## src/design/yuv420_block_to_rgba_defines.svh

```systemverilog
// Assertion macros for the 4:2:0 block to RGBA converter
`ifndef YUV420_BLOCK_TO_RGBA_DEFINES_SVH
`define YUV420_BLOCK_TO_RGBA_DEFINES_SVH

// same-cycle implication, checked out of reset
`define Y2R_ASSERT_NOW(lbl, ante, cons, msg) \
  lbl: assert property (@(posedge clk) disable iff (!rst_n) (ante) |-> (cons)) \
    else $error(msg);

// next-cycle implication, checked out of reset
`define Y2R_ASSERT_NEXT(lbl, ante, cons, msg) \
  lbl: assert property (@(posedge clk) disable iff (!rst_n) (ante) |=> (cons)) \
    else $error(msg);

`endif

```

## src/design/yuv2rgb_pkg.sv

```systemverilog
// Types and constants shared by the 4:2:0 block to RGBA converter
`default_nettype none
package yuv2rgb_pkg;

  localparam int unsigned COEF_W  = 16;
  localparam int unsigned SHIFT_W = 4;
  localparam int unsigned IDX_W   = 3;
  localparam int unsigned PIX_W   = 32;

  // register indexes
  localparam logic [IDX_W-1:0] REG_CR_TO_RED    = 3'd0;
  localparam logic [IDX_W-1:0] REG_CR_TO_GREEN  = 3'd1;
  localparam logic [IDX_W-1:0] REG_CB_TO_GREEN  = 3'd2;
  localparam logic [IDX_W-1:0] REG_CB_TO_BLUE   = 3'd3;
  localparam logic [IDX_W-1:0] REG_ROUND_OFFSET = 3'd4;
  localparam logic [IDX_W-1:0] REG_FRAC_SHIFT   = 3'd5;

  // BT.601 reset values
  localparam logic signed [COEF_W-1:0] RST_CR_TO_RED   = 16'sd22987;
  localparam logic signed [COEF_W-1:0] RST_CR_TO_GREEN = -16'sd11698;
  localparam logic signed [COEF_W-1:0] RST_CB_TO_GREEN = -16'sd5636;
  localparam logic signed [COEF_W-1:0] RST_CB_TO_BLUE  = 16'sd29049;
  localparam logic [COEF_W-1:0]        RST_ROUND_OFF   = 16'd8192;
  localparam logic [SHIFT_W-1:0]       RST_FRAC_SHIFT  = 4'd14;

  localparam logic [7:0] ALPHA_OPAQUE = 8'hff;

  typedef struct packed {
    logic signed [COEF_W-1:0] cr_to_red;
    logic signed [COEF_W-1:0] cr_to_green;
    logic signed [COEF_W-1:0] cb_to_green;
    logic signed [COEF_W-1:0] cb_to_blue;
    logic [COEF_W-1:0]        round_offset;
    logic [SHIFT_W-1:0]       frac_shift;
  } coef_t;

  typedef struct packed {
    logic [7:0] luma_top_left;
    logic [7:0] luma_top_right;
    logic [7:0] luma_bottom_left;
    logic [7:0] luma_bottom_right;
    logic [7:0] chroma_blue;
    logic [7:0] chroma_red;
  } blk_t;

  typedef struct packed {
    logic [PIX_W-1:0] top_left;
    logic [PIX_W-1:0] top_right;
    logic [PIX_W-1:0] bottom_left;
    logic [PIX_W-1:0] bottom_right;
  } pix_t;

endpackage
`default_nettype wire

```

## src/design/yuv420_block_to_rgba.sv

```systemverilog
// Top level: 4:2:0 2x2 block to four RGBA pixels, with register port
// A taken block passes through one input register and one result register around the matrix logic.
// Throughput: one block per cycle; busy stays low, start may be held high.
// Reset (rst_n low, synchronous): strobes clear, configuration registers return to BT.601.
// The receiver cannot stall the result strobe.
`default_nettype none
`include "yuv420_block_to_rgba_defines.svh"
module yuv420_block_to_rgba (
  input  wire        clk,
  input  wire        rst_n,

  input  wire        start,
  output logic       busy,
  input  wire  [7:0] in_luma_top_left,
  input  wire  [7:0] in_luma_top_right,
  input  wire  [7:0] in_luma_bottom_left,
  input  wire  [7:0] in_luma_bottom_right,
  input  wire  [7:0] in_chroma_blue,
  input  wire  [7:0] in_chroma_red,

  output logic        out_valid,
  output logic [31:0] out_pixel_top_left,
  output logic [31:0] out_pixel_top_right,
  output logic [31:0] out_pixel_bottom_left,
  output logic [31:0] out_pixel_bottom_right,

  input  wire         cfg_valid,
  output logic        cfg_ready,
  input  wire  [2:0]  cfg_index,
  input  wire  [15:0] cfg_data
);

  yuv2rgb_pkg::coef_t coef_r;
  yuv2rgb_pkg::blk_t  stg_blk_r;
  logic               stg_vld_r;
  yuv2rgb_pkg::pix_t  pix_nxt;
  yuv2rgb_pkg::pix_t  pix_r;
  logic               out_vld_r;
  logic               in_acc;
  logic               alpha_ok;

  assign busy      = 1'b0;
  assign cfg_ready = 1'b1;
  assign in_acc    = start && !busy;

  // configuration registers
  always_ff @(posedge clk) begin
    if (!rst_n) begin
      coef_r.cr_to_red    <= yuv2rgb_pkg::RST_CR_TO_RED;
      coef_r.cr_to_green  <= yuv2rgb_pkg::RST_CR_TO_GREEN;
      coef_r.cb_to_green  <= yuv2rgb_pkg::RST_CB_TO_GREEN;
      coef_r.cb_to_blue   <= yuv2rgb_pkg::RST_CB_TO_BLUE;
      coef_r.round_offset <= yuv2rgb_pkg::RST_ROUND_OFF;
      coef_r.frac_shift   <= yuv2rgb_pkg::RST_FRAC_SHIFT;
    end else if (cfg_valid && cfg_ready) begin
      unique case (cfg_index)
        yuv2rgb_pkg::REG_CR_TO_RED:    coef_r.cr_to_red    <= signed'(cfg_data);
        yuv2rgb_pkg::REG_CR_TO_GREEN:  coef_r.cr_to_green  <= signed'(cfg_data);
        yuv2rgb_pkg::REG_CB_TO_GREEN:  coef_r.cb_to_green  <= signed'(cfg_data);
        yuv2rgb_pkg::REG_CB_TO_BLUE:   coef_r.cb_to_blue   <= signed'(cfg_data);
        yuv2rgb_pkg::REG_ROUND_OFFSET: coef_r.round_offset <= cfg_data;
        yuv2rgb_pkg::REG_FRAC_SHIFT:   coef_r.frac_shift   <= cfg_data[3:0];
        default: ;
      endcase
    end
  end

  // input register
  always_ff @(posedge clk) begin
    if (!rst_n) begin
      stg_vld_r <= 1'b0;
    end else begin
      stg_vld_r <= in_acc;
    end
  end

  always_ff @(posedge clk) begin
    if (in_acc) begin
      stg_blk_r.luma_top_left     <= in_luma_top_left;
      stg_blk_r.luma_top_right    <= in_luma_top_right;
      stg_blk_r.luma_bottom_left  <= in_luma_bottom_left;
      stg_blk_r.luma_bottom_right <= in_luma_bottom_right;
      stg_blk_r.chroma_blue       <= in_chroma_blue;
      stg_blk_r.chroma_red        <= in_chroma_red;
    end
  end

  yuv2rgb_core u_core (
    .blk  (stg_blk_r),
    .coef (coef_r),
    .pix  (pix_nxt)
  );

  // result register
  always_ff @(posedge clk) begin
    if (!rst_n) begin
      out_vld_r <= 1'b0;
    end else begin
      out_vld_r <= stg_vld_r;
    end
  end

  always_ff @(posedge clk) begin
    if (stg_vld_r) begin
      pix_r <= pix_nxt;
    end
  end

  assign out_valid              = out_vld_r;
  assign out_pixel_top_left     = pix_r.top_left;
  assign out_pixel_top_right    = pix_r.top_right;
  assign out_pixel_bottom_left  = pix_r.bottom_left;
  assign out_pixel_bottom_right = pix_r.bottom_right;

  assign alpha_ok = (out_pixel_top_left[31:24] == yuv2rgb_pkg::ALPHA_OPAQUE) &&
                    (out_pixel_top_right[31:24] == yuv2rgb_pkg::ALPHA_OPAQUE) &&
                    (out_pixel_bottom_left[31:24] == yuv2rgb_pkg::ALPHA_OPAQUE) &&
                    (out_pixel_bottom_right[31:24] == yuv2rgb_pkg::ALPHA_OPAQUE);

  `Y2R_ASSERT_NEXT(a_stage_to_out, stg_vld_r, out_valid, "staged item lost")
  `Y2R_ASSERT_NEXT(a_no_phantom, !stg_vld_r, !out_valid, "result without item")
  `Y2R_ASSERT_NEXT(a_accept_stage, in_acc, stg_vld_r, "accepted item not staged")
  `Y2R_ASSERT_NOW(a_alpha, out_valid, alpha_ok, "alpha not opaque")

endmodule
`default_nettype wire

```

## src/design/yuv2rgb_core.sv

```systemverilog
// Colour matrix, rounding shift, clamp and RGBA packing for one 2x2 block
`default_nettype none
module yuv2rgb_core (
  input  wire yuv2rgb_pkg::blk_t  blk,
  input  wire yuv2rgb_pkg::coef_t coef,
  output yuv2rgb_pkg::pix_t       pix
);

  // products are 25 bits; green sums two plus offset, fits in 26
  localparam int unsigned PROD_W = 25;
  localparam int unsigned SUM_W  = 26;
  localparam int unsigned VAL_W  = SUM_W + 1;

  logic signed [8:0]        cb_c;
  logic signed [8:0]        cr_c;
  logic signed [PROD_W-1:0] p_rr;
  logic signed [PROD_W-1:0] p_rg;
  logic signed [PROD_W-1:0] p_bg;
  logic signed [PROD_W-1:0] p_bb;
  logic signed [SUM_W-1:0]  off_s;
  logic signed [SUM_W-1:0]  s_red;
  logic signed [SUM_W-1:0]  s_grn;
  logic signed [SUM_W-1:0]  s_blu;
  logic signed [SUM_W-1:0]  d_red;
  logic signed [SUM_W-1:0]  d_grn;
  logic signed [SUM_W-1:0]  d_blu;
  logic [7:0]               luma [4];
  logic [yuv2rgb_pkg::PIX_W-1:0] word [4];

  function automatic logic [7:0] clamp8(input logic signed [VAL_W-1:0] v);
    logic [7:0] r;
    if (v < 0) begin
      r = 8'd0;
    end else if (v > VAL_W'(255)) begin
      r = 8'd255;
    end else begin
      r = v[7:0];
    end
    return r;
  endfunction

  assign cb_c  = signed'({1'b0, blk.chroma_blue} - 9'd128);
  assign cr_c  = signed'({1'b0, blk.chroma_red} - 9'd128);

  assign p_rr  = cr_c * coef.cr_to_red;
  assign p_rg  = cr_c * coef.cr_to_green;
  assign p_bg  = cb_c * coef.cb_to_green;
  assign p_bb  = cb_c * coef.cb_to_blue;

  assign off_s = signed'(SUM_W'(coef.round_offset));
  assign s_red = SUM_W'(p_rr) + off_s;
  assign s_grn = SUM_W'(p_bg) + SUM_W'(p_rg) + off_s;
  assign s_blu = SUM_W'(p_bb) + off_s;

  // arithmetic shift: floor for negative sums
  assign d_red = s_red >>> coef.frac_shift;
  assign d_grn = s_grn >>> coef.frac_shift;
  assign d_blu = s_blu >>> coef.frac_shift;

  assign luma[0] = blk.luma_top_left;
  assign luma[1] = blk.luma_top_right;
  assign luma[2] = blk.luma_bottom_left;
  assign luma[3] = blk.luma_bottom_right;

  for (genvar i = 0; i < 4; i++) begin : g_pix
    logic signed [VAL_W-1:0] y_s;
    assign y_s = signed'(VAL_W'(luma[i]));
    assign word[i] = {yuv2rgb_pkg::ALPHA_OPAQUE,
                      clamp8(y_s + VAL_W'(d_blu)),
                      clamp8(y_s + VAL_W'(d_grn)),
                      clamp8(y_s + VAL_W'(d_red))};
  end

  assign pix.top_left     = word[0];
  assign pix.top_right    = word[1];
  assign pix.bottom_left  = word[2];
  assign pix.bottom_right = word[3];

endmodule
`default_nettype wire
```

## config.mk

```make
export PLATFORM = sky130hd
export DESIGN_NAME = yuv420_block_to_rgba
export DESIGN_NICKNAME = d
export VERILOG_FILES = /design/src/design/yuv2rgb_pkg.sv /design/src/design/yuv420_block_to_rgba.sv /design/src/design/yuv2rgb_core.sv
export VERILOG_INCLUDE_DIRS = /design/src /design/src/design
export SDC_FILE = /design/constraint.sdc
export NUM_CORES = 2
export LEC_CHECK = 0
export BUFFER_PORTS_ARGS = -buffer_cell sky130_fd_sc_hd__buf_2
export CAP_MARGIN = 20
export CORE_ASPECT_RATIO = 2
export CORE_MARGIN = 2
export CORE_UTILIZATION = 60
export DETAILED_ROUTE_END_ITERATION = 10
export PLACE_DENSITY = 0.89
export SYNTH_ARGS = -nofsm -noshare
export SYNTH_HDL_FRONTEND = slang
export SYNTH_SLANG_ARGS = --single-unit
```

## constraint.sdc

```tcl
create_clock -name clk -period 21.5 [get_ports clk]
set_input_delay 2.15 -clock clk [delete_from_list [all_inputs] [get_ports clk]]
set_output_delay 2.15 -clock clk [all_outputs]
set_load 0.03 [all_outputs]
```

==> reports/results.tsv, run 1 <==
metric	value	unit
die_h	395.0	um
stop_stage	5_1_grt	
outcome	did not finish	
cts_buffers	24	
ctsRootBufferMaster	clkbuf_16	
initial_core_util	60.45	%
die_w	199.5	um
pre_cts_slack	9.840	ns
ys_ff_latch	230	
synth_top_family_by_area	adder cells	
postCtsSetupRepairBufs	0	
grt_max_degree	87	
yosys.area_share.xor_xnor	3.383	%
dpl.hpwl	130.2	mm
async_flop_share	0	%
rows	143	
cts_resized	0	
synthAdderAreaFrac	34.09	%
error_line	[ERROR GRT-0116] Global routing finished with congestion. Check the congestion regions in the DRC Viewer.	
cts_hold_buf	0	
cts.sinks	230	
overflow	2	
grt_pass1_wl	264.0	mm
synth_compound_area_share	18.21	%
synth-edff-count	144	
yosys.area_share.simple	19.26	%
cts_buffer_depth	3	
syn_inst	5321	
cts_htree_levels	1	
gp_congestion	1.127	
io_pins	202	
track_usage	44.65	%
numPortBuffers	167	
synthDistinctLibCells	136	
synth_seq_area_share	13.18	%
grt_pass1_vias	45380	
synth_top_flop_cell	edfxtp_1	
avgSynthCellArea	8.619	um2
ys_warn_count	0	
synth_mux_area_share	2.837	%
netlist_area	45860	um2
==> synthesized netlist by cell type, types with 26 or more instances <==
library cell | instances | area [um2]
and3_1 | 32 | 200.2
and2_1 | 243 | 1520
o21a_1 | 38 | 285.3
inv_1 | 696 | 2613
nand3_1 | 118 | 590.6
nor2_1 | 223 | 837.1
fa_1 | 586 | 11730
nor4_1 | 35 | 219.0
o21bai_1 | 31 | 232.7
nor3_1 | 85 | 425.4
buf_2 | 29 | 145.1
clkbuf_1 | 216 | 810.8
nor2b_1 | 53 | 331.6
o22ai_1 | 27 | 168.9
a21boi_0 | 52 | 390.4
o211ai_1 | 52 | 390.4
nand2_1 | 634 | 2380
a31oi_1 | 79 | 494.2
nand4_1 | 44 | 275.3
edfxtp_1 | 144 | 4324
a211oi_1 | 70 | 525.5
nand2b_1 | 72 | 450.4
xnor2_1 | 121 | 1060
buf_4 | 51 | 382.9
mux2i_1 | 76 | 760.7
or3_1 | 26 | 162.7
dfxtp_1 | 86 | 1722
a21oi_1 | 258 | 1291
or2_2 | 51 | 319.1
a21o_1 | 70 | 525.5
o21ai_0 | 136 | 680.7
xor2_1 | 37 | 324.1
ha_1 | 312 | 3904
==> per-stage QoR <==
step                cells  instance area (um2)  util (%)
floorplan            5353                45980         -
global placement     6278                47110     62.09
detailed placement   6281                47130     62.12
CTS                  6325                47950     63.21
==> routing by layer <==
metal / GRT overflow / track usage (%)
met3: 0 / 14.95
met1: 0 / 42.17
met2: 1 / 72.43
met5: 0 / 0.06386
met4: 1 / 46.52
==> cell families after synthesis <==
logic type,Yosys count
muxes,111
AOI/OAI and AO/OA,1162
and+or+nand+nor,1728
DFF,230
adders and majority gates,898
other,2
buffers and inverters,1024
xor gates and xnor gates,166
==> run 2, diff against run 1 <==
- CORE_ASPECT_RATIO: 2 -> default
- CORE_UTILIZATION: 60 -> 40
- PLACE_DENSITY: 0.89 -> default
- PLACE_DENSITY_LB_ADDON: default -> 0.15
==> run 2 against run 1 <==
Compared with the run above:
- the flow now finishes without violations
- synthesized cell count unchanged
- area after synthesis did not move
==> reports/results.tsv, run 2 <==
metric	value	unit	change
gp_congestion	0.9781		-13%
synth.area.top_cells	fa_1 (26%), edfxtp_1 (9.4%), ha_1 (8.5%)		
grt_pass1_wl	244.5	mm	
remaining_drc_errors	0		
ys_ff_latch	230		unchanged
regMostFlops	coef_r		
hold_viol_final	0		
critPathRequiredTime	21.82	ns	
crit_buf_inv	4		
ant_nets	0		
synthDistinctLibCells	136		unchanged
outcome	complete, no violations		
layout_commonest_cell	inv_1		
fin_cells	6840		
crit_slowest_cell	mux4_2		
rows	124		-13%
setup_violations	0		
area_growth	6.441	%	
reg.largest.list	coef_r: 84 flops, stg_blk_r: 48 flops		
drt-vias-per-instance	5.780		
numPortBuffers	167		unchanged
synth.most_common_cell	inv_1		
synth_seq_area_share	13.18	%	unchanged
cp.arrival	11.97	ns	
diodes	0		
grt_max_degree	87		
critical-path-top-delay-family	adder cells		
min_path_cells	2		
die_w	342.6	um	+72%
final_cell_mix	inv_1 (695), nand2_1 (634), fa_1 (586)		
antenna_found_initial	7		
rsz0062_at_grt	no		
core-area	114000	um2	
clk_pin_slew	0.08	ns	
relSlewSlack	25.65	%	
finalMaxSlewViolations	0		
final_nets	6277		
finish.utilization	42.81	%	
dpl.hpwl	127.5	mm	-2.1%
drive_gt1_share	9.459	%	
netlist_area	45860	um2	unchanged
drt_iter0_drc	3457		
cp.depth	34		
vias	39540		
r2r_end	out_pixel_top_right[8]$_SDFFCE_PN0P_		
cpMostUsedCell	fa_1		
fin_setup_tns	0	ns	
syn_inst	5321		unchanged
reg2reg_slack	9.85	ns	
yosysTopAreaCell	fa_1		
drt-total-wl	158.4	mm	
postCtsSetupRepairBufs	0		unchanged
worstSkewPairLatency	0.62	ns	
period_minus_slack	11.65	ns	
synth_top_flop_cell	edfxtp_1		
cp-endpoint	out_pixel_top_right[8]$_SDFFCE_PN0P_		
initial_core_util	40.22	%	-20 points
synthTopCellsByCount	inv_1 (696), nand2_1 (634), fa_1 (586)		
cts_hold_buf	0		unchanged
cts_htree_levels	1		unchanged
largest_reg_flops	84		
fin_crit_sh	54.19	%	
critPathMaxStageDelay	0.66	ns	
fill_cells	11510		
die_h	342.6	um	-13%
avgSynthCellArea	8.619	um2	unchanged
async_flop_share	0	%	unchanged
placed_cells	6783		+8.0%
cts_resized	0		unchanged
r2r_start	stg_blk_r[7]$_DFFE_PP_		
ctsRootBufferMaster	clkbuf_16		
yosysTopAreaCellShare	25.58	%	unchanged
cts_buffer_depth	3		unchanged
fmax	85.83	MHz	
ys_warn_count	0		unchanged
grt_pass1_vias	39430		
worstMarginPinSlew	1.106	ns	
critPathCaptureType	register		
finClkSkew	0.04049	ns	
track_usage	27.01	%	
cts.sinks	230		unchanged
path_class	register to register		
synth-edff-count	144		unchanged
cts_tree	done		
crit_start	stg_blk_r[7]$_DFFE_PP_		
maxCapViolCount	0		
drtPass1Iterations	5		
cp_max_fo	49		
io_pins	202		unchanged
rr_worst_depth	34		
start_kind	register		
wl_per_cell	23.16	um	
die-area	117400	um2	
hold_path.class	register to register		
cts_buffers	29		+21%
overflow	0		
-- run 2: cell counts after synthesis --
No cell type changed its count.
-- run 2: logic make-up (layout without fill, tap and decap cells) --
kind of cell,after synthesis,in the layout,synth area share (%)
mux,111,111,2.837
xor+xnor,166,166,3.383
fa+ha+maj,898,898,34.09
flops,230,230,13.18
other cells,2,34,0.01637
simple gates,1728,1728,19.26
compound gates,1162,1162,18.21
buf+inv,1024,999,9.019
-- run 2: per-stage QoR --
step	area [um2]	hold slack, ns	setup slack [ns]
2_1_floorplan	45980	0.4435	11.61
3_3_place_gp	47800	0.4591	10.08
3_5_place_dp	47810	0.4855	9.970
4_1_cts	48780	0.4943	9.906
5_1_grt	48820	0.5166	9.181
6_report	48820	0.4965	9.849
-- run 2: per-layer routing --
layer | routed length [um] | global-route usage [%] | part of all wire (%) | vias to the layer above
met3 | 11290 | 3.452 | 7.1 | 194
met2 | 71040 | 42.78 | 45 | 1418
met1 | 72940 | 39.50 | 46 | 19830
li1 | - | - | - | 18100
met4 | 3130 | 5.437 | 2.0 | 0
met5 | 0 | 0 | 0 | -
-- run 2: worst min-delay path by stage --
stage,to,start
finish,coef_r[12]$_SDFFE_PN0P_,coef_r[12]$_SDFFE_PN0P_
global route,coef_r[12]$_SDFFE_PN0P_,coef_r[12]$_SDFFE_PN0P_
CTS,coef_r[12]$_SDFFE_PN0P_,coef_r[12]$_SDFFE_PN0P_
detailed placement,coef_r[12]$_SDFFE_PN0P_,coef_r[12]$_SDFFE_PN0P_
global placement,coef_r[12]$_SDFFE_PN0P_,coef_r[12]$_SDFFE_PN0P_
floorplan,coef_r[12]$_SDFFE_PN0P_,coef_r[12]$_SDFFE_PN0P_
-- run 2: cell type report --
cell class	count	area, um2	share of cell area, %
clock buffer	32	758.2	1.553
sequential	230	6062	12.42
inverter	700	2628	5.382
multi-input combinational	4099	35830	73.39
tap	1512	1892	3.875
clock inverter	19	203.9	0.4178
timing repair buffer	248	1446	2.963
-- run 2: tightest hold or removal path, stage by stage (launching register included) --
cell	delay, ns
dfxtp_1	0.32
nand2_1	0.05
a21boi_0	0.08
Power of run 2 is left out: the tool's default activity adds up to more than one toggle a clock period on the data nets, which glitch-free logic cannot reach.
